==> src/rtl/gyro_wheel_odometry_unit_defines.svh <==
// Assertion macros for the gyro wheel odometry unit.
// Included by the RTL files that carry concurrent assertions; no other dependencies.
`ifndef GYRO_WHEEL_ODOMETRY_UNIT_DEFINES_SVH
`define GYRO_WHEEL_ODOMETRY_UNIT_DEFINES_SVH
`ifndef ASSERT_OFF
`define GWO_ASSERT(lbl, clk, rst, cond) \
  lbl: assert property (@(posedge clk) disable iff (rst) (cond)) \
    else $error("assertion failed");
`define GWO_ASSERT_IMP(lbl, clk, rst, ante, cons) \
  lbl: assert property (@(posedge clk) disable iff (rst) (ante) |-> (cons)) \
    else $error("assertion failed");
`define GWO_ASSERT_NXT(lbl, clk, rst, ante, cons) \
  lbl: assert property (@(posedge clk) disable iff (rst) (ante) |=> (cons)) \
    else $error("assertion failed");
`else
`define GWO_ASSERT(lbl, clk, rst, cond)
`define GWO_ASSERT_IMP(lbl, clk, rst, ante, cons)
`define GWO_ASSERT_NXT(lbl, clk, rst, ante, cons)
`endif
`endif

==> src/rtl/gwo_div.sv <==
// Radix-2 restoring divider, signed 64-bit by 34-bit, quotient truncated toward zero.
// Standalone; one quotient bit per cycle, no package dependencies.
module gwo_div (
  input  logic               clk,
  input  logic               rst,
  input  logic               start,
  input  logic signed [63:0] dividend,
  input  logic signed [33:0] divisor,
  output logic               done,
  output logic signed [63:0] quot
);

  typedef enum logic [1:0] {D_IDLE, D_RUN, D_FIX} dstate_t;

  dstate_t     state;
  logic        neg;
  logic [63:0] num;
  logic [33:0] den;
  logic [33:0] rem;
  logic [34:0] trial;
  logic [5:0]  cnt;

  assign trial = {rem, num[63]};

  always_ff @(posedge clk) begin
    if (rst) begin
      state <= D_IDLE;
      done  <= 1'b0;
    end else begin
      done <= 1'b0;
      unique case (state)
        D_IDLE: begin
          if (start) begin
            neg   <= dividend[63] ^ divisor[33];
            num   <= dividend[63] ? 64'(-dividend) : 64'(dividend);
            den   <= divisor[33] ? 34'(-divisor) : 34'(divisor);
            rem   <= '0;
            cnt   <= '0;
            state <= D_RUN;
          end
        end
        D_RUN: begin
          if (trial >= {1'b0, den}) begin
            rem <= 34'(trial - {1'b0, den});
            num <= {num[62:0], 1'b1};
          end else begin
            rem <= trial[33:0];
            num <= {num[62:0], 1'b0};
          end
          cnt <= cnt + 1'b1;
          if (cnt == 6'd63) begin
            state <= D_FIX;
          end
        end
        D_FIX: begin
          quot  <= neg ? -$signed(num) : $signed(num);
          done  <= 1'b1;
          state <= D_IDLE;
        end
        default: state <= D_IDLE;
      endcase
    end
  end

endmodule

==> config.mk <==
export PLATFORM = sky130hd
export DESIGN_NAME = gwo_div
export DESIGN_NICKNAME = d
export VERILOG_FILES = /design/src/rtl/gyro_wheel_odometry_unit_defines.svh /design/src/rtl/gwo_div.sv
export SDC_FILE = /design/constraint.sdc
export NUM_CORES = 1
export LEC_CHECK = 0
export ABC_AREA = 1
export BUFFER_PORTS_ARGS = -buffer_cell sky130_fd_sc_hd__buf_2
export CAP_MARGIN = 0
export CORE_MARGIN = 8
export CORE_UTILIZATION = 40
export CTS_CLUSTER_DIAMETER = 50
export CTS_CLUSTER_SIZE = 10
export DETAILED_ROUTE_END_ITERATION = 8
export PLACE_DENSITY = 0.61
export SLEW_MARGIN = 40
export SYNTH_ARGS = -nofsm -noshare
export SYNTH_HDL_FRONTEND = slang
export SYNTH_SLANG_ARGS = --single-unit
==> constraint.sdc <==
create_clock -name clk -period 9 [get_ports clk]
set_input_delay 1.8 -clock clk [delete_from_list [all_inputs] [get_ports clk]]
set_output_delay 1.8 -clock clk [all_outputs]
set_load 0.1 [all_outputs]
Word-level counts from Yosys, hierarchy flattened

Index checks and enable logic that the tools add are counted.

Register bits: 206
Output and inout bits: 65
Logic and storage cells: 43

Add/sub/neg operators: 5
$lt $le $gt $ge: 1
Equal/unequal tests: 5
Muxes and demuxes: 15
Bitwise operators: 2
Reduce and logical (&&, ||, !) cells: 6

Operators by type and width:

| cell                  | number |
|---|---|
| $mux W64              | 3 |
| $neg A64 Y64          | 2 |
| $pmux W64 S2          | 1 |
| $mux W34              | 2 |
| $pmux W34 S2          | 1 |
| $ge A35 B34 Y1        | 1 |
| $neg A34 Y34          | 1 |
| $sub A34 B34 Y34      | 1 |
| $mux W33              | 1 |
| $pmux W6 S2           | 1 |
| $add A6 B1 Y6 const B | 1 |
| $eq A6 B6 Y1 const B  | 1 |
| $mux W6               | 1 |
| $reduce_and A3 Y1     | 2 |
| $mux W2               | 2 |
| $ne A2 B2 Y1 const B  | 2 |
| $pmux W2 S2           | 1 |
| $reduce_and A2 Y1     | 2 |
| $eq A2 B1 Y1 const B  | 1 |
| $eq A2 B2 Y1 const B  | 1 |
| $logic_not A2 Y1      | 1 |
| $mux W1               | 2 |
| $reduce_bool A2 Y1    | 1 |
| $not A1 Y1            | 1 |
| $xor A1 B1 Y1         | 1 |

Logic depth before layout (Yosys ltp)

Gate-level depths: netlist of run 1.

Word-level depth: 4
Depth in mapped cells: 18
Gate-level depth less buffers: 17

Worst setup path after synthesis of run 1

Ideal clock, no wire load.

Path type: input -> register
From: in start
To: reg cnt[0], enable pin
Library setup time: 602 ps
Arrival time: 6906 ps
Data required time: 8398 ps
Setup slack: 1492 ps
Stages on the path: 2
Path through: nand2_1 > a21oi_1

Cells in the longest elaborated chain, start to end: 2

RTL lines:

| what                        | line          | text |
|---|---|---|
| from (decl)                 | gwo_div.sv:6  | `input logic start,` |
| $ne A2 B2 Y1 (no line)      | -             |  |
| $reduce_and A3 Y1 (no line) | -             |  |
| to (signal assigned)        | gwo_div.sv:50 | `cnt <= cnt + 1'b1;` |
| to (decl)                   | gwo_div.sv:21 | `logic [5:0] cnt;` |

No other way between the ends.
A chain may end at the register's enable or synchronous reset.

Final worst setup path of run 1

From: in divisor[2]
To: reg den[29] (data pin)

Cells in the longest elaborated chain, start to end: 2

RTL lines:

| what                 | line          | text |
|---|---|---|
| from (decl)          | gwo_div.sv:8  | `input logic signed [33:0] divisor,` |
| $neg A34 Y34         | gwo_div.sv:36 | `den <= divisor[33] ? 34'(-divisor) : 34'(divisor);` |
| $mux W33             | gwo_div.sv:36 |  |
| to (signal assigned) | gwo_div.sv:36 |  |
| to (decl)            | gwo_div.sv:18 | `logic [33:0] den;` |

No other way between the ends.

==> metrics.txt, run 1 <==
Vias approximately 15000; Hold-fix buffers, CTS 0; Crit. End Element flop; largest net degree at the start of global routing 87; Post-synth EDFFs slightly above 200; min-delay worst type flop to flop; Lkg Pwr just over 8 nW; peak supply drop roughly 0.00013 V; xor and xnor area share after synthesis 0.0673; initial antenna violation count 0; Via density ~5.2; Die Wd 214 um; CTS Buf Count 30; Die Ht between 200 and 250 um; async set-reset flop share out of synthesis 0; Mapped Cells between 2000 and 2500; diodes inserted 0; CTS tree yes; htree depth 1; RSZ-0062 raised after global routing false; Total Power roughly 0.0029 W; Seq/Total Area, Yosys 0.391; synthesized area about 16000 um^2; Synth Area in Compound Gates 0.0676; ANT nets after route 0; vias in the first global route 14500; CTS resizes 0; All-Layer GR Usage 0.232; first-pass GRT wire length 84800 um; Synth Area in Simple Gates 0.351; post-route design area around 18000 um^2; met3 global-route usage 0.0241; Setup violations, final 0; DRC 0; final WL 55100 um; Post-CTS Setup Repair Bufs 0; CP delay by family, top simple AND/OR/NAND/NOR gates; Worst slew margin 0.470; share of cells above drive strength 1 0.111; placer congestion estimate 0.952; PD cells ~160 nW/um^2; library cells used by synthesis 46; post-synthesis mux area share 0; initial drt markers between 1500 and 2000; setup TNS 0 ns; die area 46000 um^2; part of the cycle the worst path needs 0.394; Critical-path top delay cell nor3_1; CP cell instances buf_2 -> inv_1 -> nand3_1 -> nor3_1 -> nand3_1 -> o31ai_2 -> o21ai_0 -> nand2_1 -> nand2_1; CTS clock-pin slew for the worst setup and hold paths roughly 0.05 ns; # clock sinks 206; FF+latch count, synth 206; clk_lat worst skew ~0.58 ns; gr busiest metal met2; Post-DP Area roughly 17000 um^2; Max-Cap Viols 0; Bufs on Longest Clock Path 3; M1 GR Usage 0.348; crit path max fanout 5; CP arrival between 3 and 4 ns; top_reg_cell synth edfxtp_1; Post-Place Setup Slack about 5 ns; Nets between 2000 and 3000; HPWL after DPL ~45000 um; Starting Density 0.407; Setup WS post-layout 5.45 ns; # rows 72; Synth Area in Adders 0.0315; Buffers on Ports 165; Layout area overhead 14.4%; final hold violation count 0; WP data required approximately 9.3 ns; Max stage delay on crit path around 0.5 ns; Syn Area/Cell between 7 and 8 um^2; Core ar. a little under 40000 um^2; Final min period 3.55 ns; DRT Pass-1 Iters 6; drt wl/cell about 19 um; WP buf/inv 2; critical path class primary input to flop; Final Util 0.465; grt ovf 0; Worst setup SP type primary input; main combinational cell family by area after synthesis simple AND/OR/NAND/NOR gates; synthesized net count 2385; actual slew at the worst max-slew pin 0.795 ns; outcome completed; FMAX about 280 MHz; Final Max Tran Viols 0; global-route met2 utilization 0.352; Syn. warnings 0; Clock Tree Root clkbuf_16; Top Ports ~170; fill cell count roughly 4000; clk_skew around 0.039 ns
==> cells by family after synthesis <==
family	count (synthesis)
simple gates	1322
buf+inv	367
xor+xnor	121
fa+ha+maj	39
compound gates	190
flops	206
==> synth_stat cells, types with 10 or more instances <==
cell / n / area share
nor3_1: 44 / 0.014
a21oi_1: 42 / 0.013
nand2_1: 695 / 0.17
ha_1: 38 / 0.030
xor2_1: 100 / 0.056
inv_1: 310 / 0.074
nand4_1: 44 / 0.017
o21ai_0: 94 / 0.030
nand3b_1: 18 / 0.0086
nor2_1: 337 / 0.080
nand3_1: 132 / 0.042
o21bai_1: 22 / 0.010
clkbuf_1: 29 / 0.0069
edfxtp_1: 203 / 0.39
nor2_2: 14 / 0.0056
xnor2_1: 21 / 0.012
nor4_1: 10 / 0.0040
a31oi_1: 11 / 0.0044
==> where the power goes <==
group	internal [W]	switching (W)	leakage, nW
clock	0.000674	0.000441	0.447
combinational	0.000184	0.000398	5.75
sequential	0.00113	0.0000444	1.92
total	0.00199	0.000883	8.12
==> path summary, 6_finish.rpt <==
check / startpoint / end / slack (ns) / depth (start not counted)
worst max-delay path: divisor[2] / den[29] / 5.45 / 9
worst min-delay path: state[0] / done / 0.53 / 1
worst max register to register: num[0] / quot[44] / 5.93 / 10
worst min register to register: state[0] / done / 0.53 / 1
==> metrics by stage <==
stage,cells,hold slack (ns)
4_1_cts,2939,0.527
6_report,2939,0.525
5_1_grt,2939,0.568
3_3_place_gp,2888,0.500
2_1_floorplan,2245,0.445
3_5_place_dp,2889,0.518
==> cell type report <==
cell class | count | area, um^2 | area share
multi-input combinational | 1672 | 8180 | 0.454
sequential | 206 | 6160 | 0.342
clock buffer | 41 | 833 | 0.0462
inverter | 320 | 1200 | 0.0668
tap | 518 | 648 | 0.0360
timing repair buffer | 173 | 901 | 0.0500
clock inverter | 9 | 97.6 | 0.00542
==> registers in the layout, indices dropped and copies added (netlist names) <==
signal	cells
state	2
num	64
den	34
cnt	6
done	1
neg	1
rem	34
quot	64
==> layout by cell type, fill, tap and decap left out, types with 2 or more instances in the layout <==
master,count
buf_4,5
nand2_1,694
o21ai_2,4
or2_2,7
inv_2,9
xnor2_1,21
nor4_1,10
nand2_2,6
and3_1,3
inv_6,5
dfxtp_1,3
nand3_1,132
nand3b_1,18
nor2_1,336
nand4_1,44
xor2_1,100
a21oi_1,41
edfxtp_1,203
ha_1,38
inv_1,308
buf_6,2
o21ai_0,94
and2_1,3
a31oi_1,11
o211ai_1,5
o21ai_1,7
clkbuf_1,8
clkbuf_8,2
clkbuf_16,31
nand3_2,3
clkinv_1,2
clkinvlp_4,2
o21bai_1,22
buf_2,165
nor3_1,43
nor3_2,2
nor2_2,14
nor2_4,2
==> routing by layer <==
layer,part of all wire,vias to the layer above
met4,0.023,0
li1,-,7529
met2,0.43,515
met3,0.065,67
met5,0,-
met1,0.48,7126
Power figures use the tool's default switching activity.
==> run 2, diff against run 1 <==
PLACE_DENSITY = 0.63   (was 0.61)
clock period = 2.9 ns   (was 9 ns; I/O delays follow)
==> run 2 against run 1 <==
Against the previous run:
- worst hold slack worse by 0.31 ns
- clock skew is 0.021 ns lower
- utilization grew 0.63 points
- clock-buffer cell count down 4
- global-route usage grew 0.61 points
- critical endpoint is now quot[44]
==> metrics.txt, run 2 (synthesis results as in run 1) <==
crit path max fanout 5 (unchanged); most frequent cells in the layout nand2_1 (694), nor2_1 (336), inv_1 (309); global-route met2 utilization 0.367 (+0.0153); M1 GR Usage 0.348 (about the same); CTS resizes 0 (unchanged); CP cell instances inv_1 -> ha_1 -> nand3_2 -> nor2_1 -> nand3_1 -> nor2_1 -> nand2_1 -> o21ai_2 -> o21ai_0 -> xor2_1; Post-Place Setup Slack 0.119 ns (-4.85 ns); setup TNS 0 ns (unchanged); Post-CTS Setup Repair Bufs 0 (unchanged); htree depth 1 (unchanged); Max-Cap Viols 0 (unchanged); ANT nets after route 0 (unchanged); Crit path top cell by count nor2_1; Final Max Tran Viols 0 (unchanged); Final min period approximately 2.8 ns; CP delay by family, top simple AND/OR/NAND/NOR gates; peak supply drop 0.000408 V (+210%); PD cells 491 nW/um^2 (+210%); Hold-fix buffers, CTS 0 (unchanged); CTS Buf Count 30 (unchanged); All-Layer GR Usage 0.238 (+0.00608); commonest non-fill, non-tap cell in the layout nand2_1; diodes inserted 0 (unchanged); Worst setup SP type flop; DRT Pass-1 Iters 5 (-1); Via density 5.18 (about the same); min-delay worst type primary input to flop; initial drt markers 1578 (+4.9%); Crit. End Element flop; critical path class flop to flop; # clock sinks 206 (unchanged); post-route design area 18300 um^2 (+1.4%); HPWL after DPL 45800 um (+2.5%); Top Registers num: 64 flops, quot: 64 flops; # rows 72 (unchanged); Setup violations, final 0 (unchanged); final WL 56400 um (+2.4%); CP arrival 3.05 ns (-0.79 ns); RSZ-0062 raised after global routing false; largest net degree at the start of global routing 81 (-6.9%); Worst slew margin 0.471 (+0.00112); Setup WS post-layout 0.131 ns (-5.32 ns); Lkg Pwr 8.27 nW (+1.9%); vias in the first global route 15000 (+3.4%); Die Ht 214 um (unchanged); WP buf/inv 1 (-1); Buffers on Ports 165 (unchanged); fill cell count 3994 (-0.17%); CTS tree yes; gr busiest metal met2; Core ar. 38700 um^2 (unchanged); Bufs on Longest Clock Path 3 (unchanged); outcome completed; first-pass GRT wire length 87100 um (+2.7%); initial antenna violation count 0 (unchanged); Starting Density 0.407 (unchanged); placer congestion estimate 0.962 (+0.98%); clk_lat worst skew 0.56 ns (-0.02 ns); FMAX approximately 360 MHz; Top Ports 166 (unchanged); Max stage delay on crit path 0.44 ns (-0.05 ns); drt wl/cell 19.1 um (+1.6%); Critical-path top delay cell edfxtp_1; clk_skew 0.0185 ns (-0.0206 ns); part of the cycle the worst path needs 0.955; WP data required 3.18 ns (-6.11 ns); Total Power 0.00898 W (+210%); DRC 0 (unchanged); Nets 2568 (+0.98%); actual slew at the worst max-slew pin 0.792 ns (-0.00255 ns); grt ovf 0 (unchanged); die area 46000 um^2 (unchanged); Layout area overhead 16.0%; Post-DP Area 17300 um^2 (+1.4%); final hold violation count 0 (unchanged); share of cells above drive strength 1 0.121 (+0.00995); Die Wd 214 um (unchanged); Vias 15400 (+0.80%); CTS clock-pin slew for the worst setup and hold paths 0.06 ns (about the same); met3 global-route usage 0.0384 (+0.0142); Clock Tree Root clkbuf_16
[run 2: stage by stage]
step / hold slack, ns / std cells / utilization
after CTS: 0.183 / 2963 / 0.472
after global placement: 0.476 / 2914 / 0.447
after floorplan: 0.461 / 2245 / -
after global routing: 0.186 / 2963 / 0.472
final: 0.216 / 2963 / 0.472
after detailed placement: 0.477 / 2914 / 0.447
[run 2: cell type report]
cell class	count	area (um^2)	share of cell area
Multi-Input combinational cell	1672	8190	0.448
Clock buffer	37	798	0.0437
Clock inverter	12	134	0.00733
Sequential cell	206	6160	0.337
Timing Repair Buffer	198	1140	0.0622
Inverter	320	1200	0.0659
Tap cell	518	648	0.0355
[run 2: path summary, 6_finish.rpt]
| check | slack, ns | depth (start not counted) | to | start |
|---|---|---|---|---|
| worst max-delay path | 0.13 | 10 | quot[44] | num[0] |
| worst min-delay path | 0.22 | 1 | den[0] | divisor[0] |
| worst max register to register | 0.13 | 10 | quot[44] | num[0] |
| worst min register to register | 0.48 | 1 | done | state[0] |
[run 2: report_power, final]
group	switching (W)	total [W]	leakage [nW]	internal [W]
Sequential	0.000134	0.00364	1.92	0.00351
Clock	0.00134	0.00346	0.451	0.00212
Combinational	0.00127	0.00188	5.90	0.000606
[run 2: metal layers]
layer | vias up | share of wire
met5 | - | 0
met4 | 0 | 0.018
met3 | 59 | 0.070
met2 | 532 | 0.43
met1 | 7187 | 0.48
li1 | 7581 | -
==> run 3, diff against run 2 <==
CTS_BUF_LIST = sky130_fd_sc_hd__clkbuf_8   (was default)
==> run 3 against run 2 <==
Against the previous run:
- clock-buffer cell count fell by 6
- setup slack got worse by 0.018 ns
- critical path depth did not move
- power fell by 12%
- fmax fell by 0.65%
- sequential share of layout area rose by 0.66 points
- register-to-register slack got worse by 0.02 ns
- final area fell by 1.9%
- die area did not move
- critical path type unchanged
- highest routed layer unchanged
==> metrics.txt, run 3 (synthesis results as in run 1) <==
outcome completed; Hold EP den[0]; crit path max fanout 5 (unchanged); Starting Density 0.407 (unchanged); Inst Count DP 2914 (unchanged); Worst setup SP type flop; final WL 56300 um (-0.29%); ANT nets after route 0 (unchanged); # rows 72 (unchanged); HPWL after DPL 45800 um (unchanged); Vias 15400 (+0.36%); final hold violation count 0 (unchanged); min-delay worst type primary input to flop; # clock sinks 206 (unchanged); peak supply drop 0.000267 V (-35%); Crit. End Element flop; Total Power 0.00790 W (-12%); Top Ports 166 (unchanged); Max-Cap Viols 0 (unchanged); die area 46000 um^2 (unchanged); Crit path top cell by count nor2_1; Bufs on Longest Clock Path 3 (unchanged); largest net degree at the start of global routing 81 (unchanged); Layout area overhead 13.8%; reg2reg start num[0]; Finished Layout Cells 2963 (unchanged); worst hold margin 0.181 ns (-0.0347 ns); Worst slew margin 0.469 (-0.00220); Post-CTS Setup Repair Bufs 0 (unchanged); commonest non-fill, non-tap cell in the layout nand2_1; DRT Pass-1 Iters 5 (unchanged); Hold-fix buffers, CTS 0 (unchanged); reg-to-reg endpoint quot[44]; Final Max Tran Viols 0 (unchanged); critical path class flop to flop; CTS Buf Count 30 (unchanged); Lkg Pwr 8.13 nW (-1.6%); Buffers on Ports 165 (unchanged); Setup WS post-layout 0.113 ns (-0.0182 ns); clk_lat worst skew 0.60 ns (+0.04 ns); reg2reg setup slack 0.11 ns (-0.02 ns); WP data required 3.23 ns (+0.05 ns); vias in the first global route 15100 (+0.27%); worst hold stages 1 (unchanged); CP cell instances inv_1 -> ha_1 -> nand3_2 -> nor2_1 -> nand3_1 -> nor2_1 -> nand2_1 -> o21ai_2 -> o21ai_0 -> xor2_1; Max stage delay on crit path 0.45 ns (about the same); CP arrival 3.12 ns (+0.07 ns); Clock Tree Root clkbuf_8; Via density 5.20 (+0.36%); Nets 2568 (unchanged); first-pass GRT wire length 87200 um (+0.17%); Core ar. 38700 um^2 (unchanged); placer congestion estimate 0.962 (unchanged); share of cells above drive strength 1 0.121 (unchanged); initial drt markers 1466 (-7.1%); htree depth 1 (unchanged); part of the cycle the worst path needs 0.961 (+0.00627); Post-Place Setup Slack 0.119 ns (unchanged); Critical-path top delay cell edfxtp_1; DRC 0 (unchanged); grt ovf 0 (unchanged); Die Ht 214 um (unchanged); min-delay src divisor[0]; Top Registers num: 64 flops, quot: 64 flops; CTS clock-pin slew for the worst setup and hold paths 0.07 ns (about the same); initial antenna violation count 0 (unchanged); Die Wd 214 um (unchanged); PD cells 441 nW/um^2 (-10%); R2R depth 10 (unchanged); most frequent cells in the layout nand2_1 (694), nor2_1 (336), inv_1 (315); All-Layer GR Usage 0.238 (-0.000633); FMAX 359 MHz (-0.65%); actual slew at the worst max-slew pin 0.796 ns (+0.00329 ns); RSZ-0062 raised after global routing false; CTS resizes 0 (unchanged); Setup violations, final 0 (unchanged); clk_skew 0.0288 ns (+0.0103 ns); setup TNS 0 ns (unchanged); CTS tree yes; Final min period 2.79 ns (+0.0182 ns); drt wl/cell 19.0 um (-0.29%); diodes inserted 0 (unchanged)
## run 3: changes by cell type in the layout (fill, tap and decap cells not counted), sizes merged
cell / before / now
clkbuf: 37 / 31
inv: 322 / 328
## run 3: worst max-delay path: cells and delay by family, from the launching register on
| kind | cells | cell delay (ns) |
|---|---|---|
| compound gates | 2 | 0.30 |
| xor+xnor | 1 | 0.18 |
| fa+ha+maj | 1 | 0.27 |
| buf+inv | 1 | 0.14 |
| flops | 1 | 0.45 |
| simple gates | 5 | 1.20 |
## run 3: per-stage QoR
step	area [um^2]	util
2_1_floorplan	15800	-
3_3_place_gp	17300	0.447
3_5_place_dp	17300	0.447
4_1_cts	17900	0.463
5_1_grt	17900	0.463
6_report	17900	0.463
## run 3: report_power, final
group	switching (W)	internal (W)	leakage, nW
clock network	0.00121	0.00119	0.317
logic	0.00127	0.000605	5.90
registers	0.000134	0.00350	1.92
## run 3: area by class of cell
cell class,count,area (um^2)
flip-flops and latches,206,6160
clock buffers,31,427
well taps,518,648
repair buffers,198,1140
clock inverters,18,156
fillers,4041,20800
multi-input cells,1672,8190
inverters,320,1200
## run 3: worst max path at each step
| stage | cells past startpoint | start | endpoint |
|---|---|---|---|
| 2_1_floorplan | 5 | state[1] | cnt[0] |
| 3_3_place_gp | 9 | dividend[0] | num[45] |
| 3_5_place_dp | 9 | dividend[0] | num[45] |
| 4_1_cts | 10 | num[0] | quot[44] |
| 5_1_grt | 10 | num[0] | quot[44] |
| 6_report | 10 | num[0] | quot[44] |
## run 3: metal layers
metal	track usage	share of wire	vias up
met5	0	0	-
met4	0.0464	0.017	0
met3	0.0262	0.062	55
met2	0.369	0.43	521
met1	0.353	0.49	7274
li1	-	-	7565
