**config.mk**
```make
export PLATFORM = sky130hd
export DESIGN_NAME = gwo_cordic
export DESIGN_NICKNAME = d
export VERILOG_FILES = /design/src/rtl/gyro_wheel_odometry_unit_defines.svh /design/src/rtl/gwo_pkg.sv /design/src/rtl/gwo_cordic.sv
export SDC_FILE = /design/constraint.sdc
export NUM_CORES = 1
export LEC_CHECK = 0
export BUFFER_PORTS_ARGS = -buffer_cell sky130_fd_sc_hd__buf_2
export CAP_MARGIN = 20
export CORE_ASPECT_RATIO = 1.4
export CORE_MARGIN = 4
export CORE_UTILIZATION = 56
export DETAILED_ROUTE_END_ITERATION = 8
export PLACE_DENSITY = 0.8
export SLEW_MARGIN = 20
export SYNTH_ARGS = -nofsm -noshare
export SYNTH_HDL_FRONTEND = slang
export SYNTH_SLANG_ARGS = --single-unit
export TNS_END_PERCENT = 50
```
**constraint.sdc**
```tcl
create_clock -name clk -period 9.1 [get_ports clk]
set_clock_uncertainty 0.2 [all_clocks]
set_input_delay 2.73 -clock clk [delete_from_list [all_inputs] [get_ports clk]]
set_output_delay 2.73 -clock clk [all_outputs]
set_load 0.01 [all_outputs]
```
**src/rtl/gyro_wheel_odometry_unit_defines.svh**
```systemverilog
// Assertion macros for the gyro wheel odometry unit.
// Included by the RTL files that carry concurrent assertions; no other dependencies.
`ifndef GYRO_WHEEL_ODOMETRY_UNIT_DEFINES_SVH
`define GYRO_WHEEL_ODOMETRY_UNIT_DEFINES_SVH
`ifndef ASSERT_OFF
`define GWO_ASSERT(lbl, clk, rst, cond) \
  lbl: assert property (@(posedge clk) disable iff (rst) (cond)) \
    else $error("assertion failed");
`define GWO_ASSERT_IMP(lbl, clk, rst, ante, cons) \
  lbl: assert property (@(posedge clk) disable iff (rst) (ante) |-> (cons)) \
    else $error("assertion failed");
`define GWO_ASSERT_NXT(lbl, clk, rst, ante, cons) \
  lbl: assert property (@(posedge clk) disable iff (rst) (ante) |=> (cons)) \
    else $error("assertion failed");
`else
`define GWO_ASSERT(lbl, clk, rst, cond)
`define GWO_ASSERT_IMP(lbl, clk, rst, ante, cons)
`define GWO_ASSERT_NXT(lbl, clk, rst, ante, cons)
`endif
`endif

```
**src/rtl/gwo_pkg.sv**
```systemverilog
// Shared types, constants and helper functions of the gyro wheel odometry unit.
// Used by gwo_cordic and gyro_wheel_odometry_unit; depends on nothing.
package gwo_pkg;

  localparam int GWO_WHEELS_PER_AXIS = 2;
  localparam int GWO_CORDIC_STEPS    = 16;
  localparam int GWO_S_TDATA_W       = 232;
  localparam int GWO_M_TDATA_W       = 80;
  localparam int GWO_ATAN_IDX_W      = 5;

  localparam logic [15:0] GWO_FULL_TURN    = 16'd36000;
  localparam logic [15:0] GWO_QUARTER_TURN = 16'd9000;
  localparam logic [27:0] GWO_CDEG_RAD_Q40 = 28'd191900981;
  localparam logic signed [33:0] GWO_ONE_Q30  = 34'sd1073741824;
  localparam logic signed [33:0] GWO_GAIN_Q30 = 34'sd652032874;
  localparam logic signed [15:0] GWO_LOW_TURN = 16'sd30;

  localparam logic [29:0] GWO_ATAN [32] = '{
    30'd843314857, 30'd497837829, 30'd263043837, 30'd133525159, 30'd67021687,
    30'd33543516, 30'd16775851, 30'd8388437, 30'd4194283, 30'd2097141,
    30'd1048576, 30'd524288, 30'd262144, 30'd131072, 30'd65536, 30'd32768,
    30'd16384, 30'd8192, 30'd4096, 30'd2048, 30'd1024, 30'd512, 30'd256,
    30'd128, 30'd64, 30'd32, 30'd16, 30'd8, 30'd4, 30'd2, 30'd1, 30'd0};

  typedef enum logic [2:0] {
    CFG_X_TRAVEL,
    CFG_Y_TRAVEL,
    CFG_X_OFFSET_FIRST,
    CFG_X_OFFSET_SECOND,
    CFG_Y_OFFSET_FIRST,
    CFG_Y_OFFSET_SECOND,
    CFG_WHEELS_IN_USE,
    CFG_TRACKING_ENABLED
  } gwo_cfg_idx_t;

  typedef enum logic [1:0] {
    REQ_SAMPLE,
    REQ_LOAD_HEADING,
    REQ_LOAD_POSITION
  } gwo_req_t;

  typedef struct packed {
    logic signed [33:0] sin_q;
    logic signed [33:0] cos_q;
  } gwo_trig_t;

  function automatic logic signed [31:0] gwo_sat32(input logic signed [67:0] v);
    if (v > 68'sd2147483647) begin
      return 32'sh7FFFFFFF;
    end else if (v < -68'sd2147483648) begin
      return 32'sh80000000;
    end
    return v[31:0];
  endfunction

endpackage

```
**src/rtl/gwo_cordic.sv**
```systemverilog
// Iterative rotation-mode CORDIC giving Q4.30 sine and cosine of a centidegree angle.
// Depends on gwo_pkg for the arctangent table, gain and angle constants.
module gwo_cordic
  import gwo_pkg::*;
#(
  parameter int CORDIC_STEPS = GWO_CORDIC_STEPS
) (
  input  logic        clk,
  input  logic        rst,
  input  logic        start,
  input  logic [15:0] angle,
  output logic        done,
  output gwo_trig_t   trig
);

  localparam int IW = $clog2(CORDIC_STEPS);

  typedef enum logic [1:0] {C_IDLE, C_ZMUL, C_ITER, C_FIX} cstate_t;

  cstate_t            state;
  logic [1:0]         quad;
  logic [1:0]         quad_c;
  logic [15:0]        rem_c;
  logic [13:0]        rem;
  logic [IW-1:0]      step;
  logic signed [33:0] x;
  logic signed [33:0] y;
  logic signed [33:0] z;
  logic signed [33:0] xs;
  logic signed [33:0] ys;
  logic signed [33:0] at;
  logic [41:0]        zsum;

  always_comb begin
    if (angle >= 16'd27000) begin
      quad_c = 2'd3;
      rem_c  = angle - 16'd27000;
    end else if (angle >= 16'd18000) begin
      quad_c = 2'd2;
      rem_c  = angle - 16'd18000;
    end else if (angle >= GWO_QUARTER_TURN) begin
      quad_c = 2'd1;
      rem_c  = angle - GWO_QUARTER_TURN;
    end else begin
      quad_c = 2'd0;
      rem_c  = angle;
    end
  end

  assign zsum = 42'(rem) * 42'(GWO_CDEG_RAD_Q40) + 42'd512;
  assign xs   = x >>> step;
  assign ys   = y >>> step;
  assign at   = $signed({4'b0000, GWO_ATAN[GWO_ATAN_IDX_W'(step)]});

  always_ff @(posedge clk) begin
    if (rst) begin
      state <= C_IDLE;
      done  <= 1'b0;
    end else begin
      done <= 1'b0;
      unique case (state)
        C_IDLE: begin
          if (start) begin
            quad <= quad_c;
            rem  <= rem_c[13:0];
            y    <= '0;
            step <= '0;
            if (rem_c == 16'd0) begin
              x     <= GWO_ONE_Q30;
              state <= C_FIX;
            end else begin
              x     <= GWO_GAIN_Q30;
              state <= C_ZMUL;
            end
          end
        end
        C_ZMUL: begin
          z     <= $signed({2'b00, zsum[41:10]});
          state <= C_ITER;
        end
        C_ITER: begin
          if (!z[33]) begin
            x <= x - ys;
            y <= y + xs;
            z <= z - at;
          end else begin
            x <= x + ys;
            y <= y - xs;
            z <= z + at;
          end
          if (step == IW'(CORDIC_STEPS - 1)) begin
            state <= C_FIX;
          end else begin
            step <= step + 1'b1;
          end
        end
        C_FIX: begin
          case (quad)
            2'd0: begin
              trig.sin_q <= y;
              trig.cos_q <= x;
            end
            2'd1: begin
              trig.sin_q <= x;
              trig.cos_q <= -y;
            end
            2'd2: begin
              trig.sin_q <= -y;
              trig.cos_q <= -x;
            end
            default: begin
              trig.sin_q <= -x;
              trig.cos_q <= y;
            end
          endcase
          done  <= 1'b1;
          state <= C_IDLE;
        end
        default: state <= C_IDLE;
      endcase
    end
  end

endmodule

```
; ---- Yosys cells after proc, flatten, opt, wreduce, memory -nomap -nowiden
; Memory sizes are Yosys's and may differ from the RTL's.
; Index checks and enable logic that the tools add are counted.
[totals]
latchBits = 0
in_bits = 19
register_bits = 193
rom_bits = 960
n_memories = 1
mem_bits_rw = 0
[op_classes]
shift = 2
div = 0
multipliers = 1
n_addsub = 13
order_cmp = 4
reduce_logical = 12
eq_ne = 9
n_mux = 25
n_bitwise = 2
[memory_table]
columns = name, words, word_bits, read_ports, rd_clocked_by_memory_dff, wr, line
row1 = (no name shown), 32, 30, 1, 0, 0, gwo_cordic.sv:53  ; assign at = $signed({4'b0000, GWO_ATAN[GWO_ATAN_IDX_W'(step)]});
[ops]
columns = cell, n
row1 = $pmux 34 s2, 3
row2 = $pmux 68 s3, 1
row3 = $mux 34, 5
row4 = $add 34x34->34, 2
row5 = $neg 34->34, 2
row6 = $sshr 34x4->34, 2
row7 = $sub 34x34->34, 2
row8 = $mux 30, 2
row9 = $mux 16, 3
row10 = $add 42x10->42 const B, 1
row11 = $mul 14x28->42 const B, 1
row12 = $add 34x31->34, 1
row13 = $sub 34x31->34, 1
row14 = $ge 16x15->1 const B, 2
row15 = $sub 16x15->16 const B, 2
row16 = $mux 31, 1
row17 = $ge 16x14->1 const B, 1
row18 = $logic_not 16->1, 1
row19 = $sub 16x14->16 const B, 1
row20 = $mux 4, 2
row21 = $pmux 2 s4, 1
row22 = $pmux 4 s2, 1
row23 = $eq 2x2->1 const B, 3
row24 = $ge 6x6->1 const B, 1
row25 = other kinds (14), 26

; ---- Depth between registers and ports, before layout
; Gate-level depths: netlist of the first run.
[logic_depth]
depth_word = 8
mapped_depth = 28
ltp_nobuf = 23

; ---- Least setup slack after synthesis of the first run
; OpenSTA, ideal clock, no wires.
[synth_path]
kind = input to register
from = input rst
to = register trig[0] in the netlist's numbering, enable pin
slack_ps = 2628
cell_stages = 1
path_buffers = 0
t_arrival_ps = 5768
cell_sequence = nor2b_1
[synth_via]
elab_chain_cells = 2
[synth_lines]
columns = item, line
row1 = "start, declared", gwo_cordic.sv:9  ; input logic rst,
row2 = $not 1->1 (no line), -
row3 = $reduce_and 2->1 (no line), -
row4 = "end, declared", gwo_cordic.sv:13  ; output gwo_trig_t trig
; No other way between the ends.
; A chain may end at the register's enable or synchronous reset.

; ---- Final worst setup path of the first run
[layout_path]
from = register step[0]
to = register y[26], data pin
[layout_via]
elab_chain_cells = 4
word_cells_on_any_way = 5
[layout_lines]
columns = item, line
row1 = "start, declared", gwo_cordic.sv:25  ; logic [IW-1:0] step;
row2 = "start signal, assigned", gwo_cordic.sv:94  ; step <= step + 1'b1;
row3 = $sshr 34x4->34 (*), gwo_cordic.sv:51  ; assign xs = x >>> step;
row4 = $add 34x34->34 or $sub 34x34->34 (tied branches), "gwo_cordic.sv:84, gwo_cordic.sv:88"
row5 = $mux 34 (*), gwo_cordic.sv:82  ; if (!z[33]) begin
row6 = $pmux 34 s2 (*), gwo_cordic.sv:61  ; unique case (state)
row7 = "end signal, assigned", gwo_cordic.sv:84  ; y <= y + xs;
row8 = "end signal, assigned", gwo_cordic.sv:88  ; y <= y - xs;
row9 = "end, declared", gwo_cordic.sv:27  ; logic signed [33:0] y;
; Mark *: on every way between the ends. The rest lies on a longest branch, timed or not.

==> out/qor.txt, run 1 <==
Status: completed
Nets@finish: 3478
Worst IR drop on VDD: 0.359 mV
# resized after CTS: 0
Relative slew slack: 0.294
Required time worst endpoint: 9.10 ns
Register area share after synthesis: 0.206
Unique masters post-synth: 98
Clock sinks: 193
Core Region: 49200 um^2
Critical path's top delay family: compound AO/OA/AOI/OAI gates
Setup ws final: 1.89 ns
Area leader, netlist: edfxtp_1
Post-CTS Hold Buffers: 0
Aggregate global routing overflow: 0
Final setup viols: 0
DR DRC count: 0
Seq. cell area: 5770 um^2
CTS max path bufs: 2
Place WS: 2.01 ns
Fin. Hold Viols: 0
Drt pass-1 iters: 6
Post-synthesis async set-or-reset flop share: 0
Starting Density: 0.568
Post-CTS Setup Inserts: 0
Tightest Pin Transition: 1.06 ns
Fillers: 4226
Area of the multi-input gates: 20400 um^2
Synth warnings: 0
Ys flop type: edfxtp_1
Post-route cell area: 29200 um^2
Synthesized cell area: 28000 um^2
Syn Nets: 3542
Pwr/cell area: 401 nW/um^2
Via density: 6.53
Crit path kind: reg -> reg
Total power: 11700 uW
Initial antenna violation count: 0
Detail Placement HPWL: 63000 um
Number of diodes: 0
Clock slew at reported path FFs: 0.08 ns
DIE AREA: 53700 um^2
Critical R2R Launch: step[0]
Worst hold slack: 0.357 ns
Port-buffer cells: 87
Top cells by area, synth: edfxtp_1 (20%), ha_1 (12%), fa_1 (8.3%), mux4_2 (6.8%), xnor2_1 (5.4%)
CP endpoint kind: flop
Routed wire length: 81000 um
CTS buffer count: 17
GRT Total Usage: 0.295
Average size of a mapped cell: 8.94 um^2
HP Start: state[0]
CP Buf/Inv Count: 1
Startpoint types: flop
Later-pin clock latency in the skew report: 0.49 ns
Slowest CP cell: edfxtp_1
I/O pins: 88
Synth top area share: 0.204
Final ANT Viol Nets: 0
Achievable Freq: 139 MHz
Post-DP Area: 28600 um^2
Synth Register Bits: 193
Critical path data arrival time: 7.20 ns
Max-cap violation count: 0
Min-delay worst type: reg -> reg
Via Count: 24265
TritonCTS clock tree: built
Crit-path cells: buf_12, mux2_2, mux4_2, o21ai_0, ha_1, nand3_1, nor4_1, nor2b_1, and2_1, nor2_1, xor2_1, ha_1, and3_1, and2_1, a221oi_1, o31ai_1, o31a_1, a31oi_1, a211oi_1, a41oi_1, xor2_1, nor2_1
Share of cells above drive strength 1: 0.100
Die Ht: 273 um
Minimum clock period: 7.21 ns
Final Cycle Share: 0.792
Crit Path Max Fanout: 118
Post-synth EDFFs: 190
First-pass GRT wire length: 127000 um
Static Leak: 0.0123 uW
Fin. max-slew vios: 0
Worst setup startpoint: step[0]
Largest net degree at the start of global routing: 119
Wire per inst: 21.8 um
Post-synth top cells: ha_1 (276), inv_1 (255), nor2_1 (249)
Rows: 96
Vias in the first global route: 24686
Horiz. Die Dim: 197 um
RSZ-0062 raised after global routing: no
Count leader, synth: ha_1
Syn Inst Count: 3131
Gpl congestion: 0.969
Setup tns final: 0 ns
Root buf cell: clkbuf_16
H-tree depth: 4
CP max stage delay: 0.58 ns
Area grow syn2layout: 4.51%
1st-iter DRT viols: 2044
==> area by class of cell <==
type | instances | area share
multi-input combinational | 2483 | 0.698
sequential | 193 | 0.197
inverter | 258 | 0.0331
tap | 637 | 0.0273
timing repair buffer | 114 | 0.0227
clock buffer | 17 | 0.0145
clock inverter | 15 | 0.00702
==> kinds of logic (layout without fill, tap and decap cells) <==
kind of cell,Yosys count,after routing,share of synthesized area
and+or+nand+nor,804,804,0.140
buffers and inverters,455,404,0.0650
DFF,193,193,0.206
xor gates and xnor gates,306,306,0.0958
muxes,182,182,0.105
AOI/OAI and AO/OA,799,799,0.182
adders and majority gates,392,392,0.206
==> metrics by stage <==
step / utilization / cells
floorplan: - / 3131
global placement: 0.581 / 3685
detailed placement: 0.581 / 3685
CTS: 0.594 / 3717
global route: 0.594 / 3717
finish: 0.594 / 3717
==> per-layer routing <==
| metal | GRT usage | vias to the layer above | wire length, um |
|---|---|---|---|
| met5 | 0 | - | 0 |
| met4 | 0.190 | 0 | 5840 |
| met3 | 0.0423 | 383 | 5590 |
| met2 | 0.538 | 1185 | 41300 |
| met1 | 0.317 | 11547 | 28300 |
| li1 | - | 11150 | - |
==> worst min-delay path: cells and delay by family (launching register included) <==
family,cells,cell delay [ns]
AOI/OAI and AO/OA,1,0.08
buffers and inverters,1,0.10
DFF,1,0.32
==> cells in the final DEF (no fill, tap or decap), types with 87 or more instances in the layout <==
master,Yosys,routed
a21oi_1,231,231
buf_2,39,87
edfxtp_1,190,190
fa_1,116,116
ha_1,276,275
inv_1,255,254
nand2_1,217,217
nor2_1,249,248
o21ai_0,185,185
xnor2_1,174,174
xor2_1,132,132
==> flip-flops by register name, summed over array words and instances (netlist names) <==
| signal | count |
|---|---|
| quad | 2 |
| step | 4 |
| trig | 68 |
| state | 2 |
| y | 34 |
| done | 1 |
| x | 34 |
| rem | 14 |
| z | 34 |
==> power breakdown <==
part / internal (uW) / total (uW) / switching [uW]
Combinational: 3890 / 9290 / 5400
Sequential: 1420 / 1630 / 203
Clock: 380 / 801 / 421
Total: 5690 / 11700 / 6030
==> worst paths after layout <==
check | cells after the start | slack (ns) | to
max reg2reg | 22 | 1.89 | y[26]
min reg2reg | 2 | 0.36 | state[0]
max | 22 | 1.89 | y[26]
min | 2 | 0.36 | state[0]
No activity file was read; power rests on OpenSTA's default activity.
==> run 2, diff against run 1 <==
--- a/config.mk
+++ b/config.mk
@@ -5,13 +5,14 @@
 export SDC_FILE = /design/constraint.sdc
 export NUM_CORES = 1
 export LEC_CHECK = 0
+export ABC_AREA = 1
 export BUFFER_PORTS_ARGS = -buffer_cell sky130_fd_sc_hd__buf_2
 export CAP_MARGIN = 20
 export CORE_ASPECT_RATIO = 1.4
 export CORE_MARGIN = 4
 export CORE_UTILIZATION = 56
 export DETAILED_ROUTE_END_ITERATION = 8
-export PLACE_DENSITY = 0.8
+export PLACE_DENSITY = 0.83
 export SLEW_MARGIN = 20
 export SYNTH_ARGS = -nofsm -noshare
 export SYNTH_HDL_FRONTEND = slang
==> constraint.sdc (replaced) <==
create_clock -name clk -period 5.95 [get_ports clk]
set_clock_uncertainty 0.2 [all_clocks]
set_input_delay 1.785 -clock clk [delete_from_list [all_inputs] [get_ports clk]]
set_output_delay 1.785 -clock clk [all_outputs]
set_load 0.01 [all_outputs]
==> run 2 against run 1 <==
  * Critical endpoint is now z[26]
  * Cell count grew 35%
  * Die area grew 2.5%
  * First-iteration DRC count grew 35%
  * Highest routed layer unchanged
  * Critical path depth shrank 1
==> out/qor.txt, run 2 <==
Status: completed
CTS max path bufs: 2 (unchanged)
Relative slew slack: 0.267 (-0.0265)
Commonest non-fill, non-tap cell in the layout: nand2_1
Fin. max-slew vios: 0 (unchanged)
Fin. Hold Viols: 0 (unchanged)
Detail Placement HPWL: 83800 um (+33%)
Average size of a mapped cell: 6.71 um^2 (-25%)
Tightest Pin Transition: 1.10 ns (+0.0419 ns)
Wire per inst: 20.7 um (-5.0%)
Number of diodes: 0 (unchanged)
Horiz. Die Dim: 199 um (+1.2%)
TritonCTS clock tree: built
Vias in the first global route: 29833 (+21%)
Crit-path cells: ha_1, inv_1, fa_1, inv_1, fa_1, inv_1, fa_1, inv_1, fa_1, fa_1, ha_1, buf_4, nand2_1, inv_1, a21oi_1, o21a_1, o21ai_0, a21oi_1, nand3_1, nand3_1, nand2_1
Post-Synth Adder-Cell Area: 0.201 (-0.00521)
Port-buffer cells: 87 (unchanged)
Largest net degree at the start of global routing: 69 (-42%)
Synth Area in XOR/XNOR: 0.0470 (-0.0488)
R2R Setup Slk: 0.31 ns (-1.58 ns)
Root buf cell: clkbuf_16
Clock sinks: 193 (unchanged)
Biggest register: trig
Die Ht: 276 um (+1.2%)
Area leader, netlist: edfxtp_1
Area of the multi-input gates: 20000 um^2 (-2.0%)
Seq. cell area: 5770 um^2 (unchanged)
Mux cell area share after synthesis: 0 (-0.105)
Aggregate global routing overflow: 0 (unchanged)
Gpl congestion: 1.08 (+11%)
Crit path kind: reg -> reg
Core Region: 50400 um^2 (+2.3%)
Initial antenna violation count: 0 (unchanged)
I/O pins: 88 (unchanged)
Final Cycle Share: 0.948 (+0.156)
Count leader, synth: nand2_1
Via Count: 30311 (+25%)
Met2 Usage GRT: 0.653 (+0.115)
Synth Register Bits: 193 (unchanged)
Unique masters post-synth: 60 (-39%)
Max-cap violation count: 0 (unchanged)
Syn Inst Count: 4278 (+37%)
Register area share after synthesis: 0.201 (-0.00520)
CP Buf/Inv Count: 6 (+5)
Crit Path Max Fanout: 4 (-97%)
Max reg flops: 68 (unchanged)
Post-synthesis async set-or-reset flop share: 0 (unchanged)
Syn Nets: 4689 (+32%)
Top cells by area, synth: edfxtp_1 (20%), nand2_1 (14%), ha_1 (12%), fa_1 (8.1%), inv_1 (8.0%)
CP endpoint kind: flop
Ys flop type: edfxtp_1
Min-delay worst type: reg -> reg
Critical path data arrival time: 5.69 ns (-1.51 ns)
DIE AREA: 55000 um^2 (+2.5%)
Nets@finish: 4776 (+37%)
Critical path's top delay family: adder cells
Starting Density: 0.570 (+0.00175)
Post-synth top cells: nand2_1 (1109), inv_1 (609), nor2_1 (365)
CP max stage delay: 0.55 ns (-0.03 ns)
Final Util: 0.613 (+0.0189)
Area grow syn2layout: 7.51%
Share of cells above drive strength 1: 0.0699 (-0.0304)
Clock slew at reported path FFs: 0.09 ns (about the same)
H-tree depth: 4 (unchanged)
Startpoint types: flop
Minimum clock period: 5.64 ns (-1.57 ns)
Post-synth EDFFs: 190 (unchanged)
Rows: 97 (+1.0%)
Required time worst endpoint: 6.00 ns (-3.10 ns)
Largest family of logic cells by synthesized area: simple AND/OR/NAND/NOR gates
Final setup viols: 0 (unchanged)
Met3 usage: 0.0465 (+0.00419)
Met1 Use GR: 0.395 (+0.0782)
Synth top area share: 0.199 (-0.00514)
Final ANT Viol Nets: 0 (unchanged)
CTS buffer count: 17 (unchanged)
Simple-Gate Fraction of Synth Area: 0.282 (+0.142)
Complex-gate fraction of the synthesized area: 0.164 (-0.0174)
GRT Total Usage: 0.374 (+0.0787)
Fillers: 4880 (+15%)
Busiest grt layer: met2
Drt pass-1 iters: 7 (+1)
DR DRC count: 0 (unchanged)
Post-CTS Hold Buffers: 0 (unchanged)
1st-iter DRT viols: 2764 (+35%)
Slowest CP cell: fa_1
Later-pin clock latency in the skew report: 0.50 ns (about the same)
Achievable Freq: 177 MHz (+28%)
Routed wire length: 104000 um (+28%)
Via density: 6.04 (-7.5%)
First-pass GRT wire length: 160000 um (+26%)
Synth warnings: 0 (unchanged)
Synthesized cell area: 28700 um^2 (+2.6%)
Most frequent cells in the layout: nand2_1 (1108), inv_1 (608), nor2_1 (359)
## run 2: cells by family (layout without fill, tap and decap cells)
logic type	after synthesis	count (layout)
XOR/XNOR	154	154
adder cells (fa/ha/maj)	392	392
buffers and inverters	759	859
flip-flops	193	193
AND/OR/NAND/NOR	1946	1946
AO/OA/AOI/OAI	834	834
## run 2: repair_timing
action,in CTS,in global routing
resized for setup,0,8
buffers inserted,0,11
setup endpoints to repair,0,19
## run 2: final timing paths
kind | startpoint | to | depth (start not counted)
hold reg to reg | state[1] | state[1] | 2
hold / removal | state[1] | state[1] | 2
setup reg to reg | rem[11] | z[26] | 21
setup / recovery | rem[11] | z[26] | 21
## run 2: cell type report
type,instances,area share
repair buffers,203,0.0433
inverters,624,0.0760
clock buffers,17,0.0138
flip-flops and latches,193,0.187
clock inverters,15,0.00588
multi-input cells,3326,0.648
well taps,643,0.0261
## run 2: per-stage QoR
step / cells / setup WS (ns) / hold slack, ns / setup TNS [ns] / area [um^2]
after detailed placement: 4978 / 0.159 / 0.328 / 0 / 30100
after CTS: 5010 / 0.131 / 0.343 / 0 / 30800
after global placement: 4978 / 0.258 / 0.326 / 0 / 30100
final: 5021 / 0.309 / 0.339 / 0 / 30900
after global routing: 5021 / -0.00158 / 0.368 / -0.00158 / 30900
after floorplan: 4278 / 0.0252 / 0.272 / 0 / 28700
## run 2: per-layer routing
layer	vias to the layer above	wire [um]	share of wire
met3	534	7130	0.069
met4	0	11300	0.11
met2	1528	50300	0.48
met5	-	0	0
li1	14399	-	-
met1	13850	35200	0.34
## run 2: worst reg2reg max path, stage by stage, from the launching register on
cell	delay, ns
edfxtp_1	0.46
ha_1	0.34
inv_1	0.08
fa_1	0.50
inv_1	0.09
fa_1	0.55
inv_1	0.06
fa_1	0.53
inv_1	0.06
fa_1	0.55
fa_1	0.42
ha_1	0.33
buf_4	0.16
nand2_1	0.12
inv_1	0.05
a21oi_1	0.20
o21a_1	0.16
o21ai_0	0.09
a21oi_1	0.17
nand3_1	0.10
nand3_1	0.10
nand2_1	0.07
Power of run 2 is not shown: default switching activity piles up to over one toggle a cycle in this logic, so the estimate is an artifact.
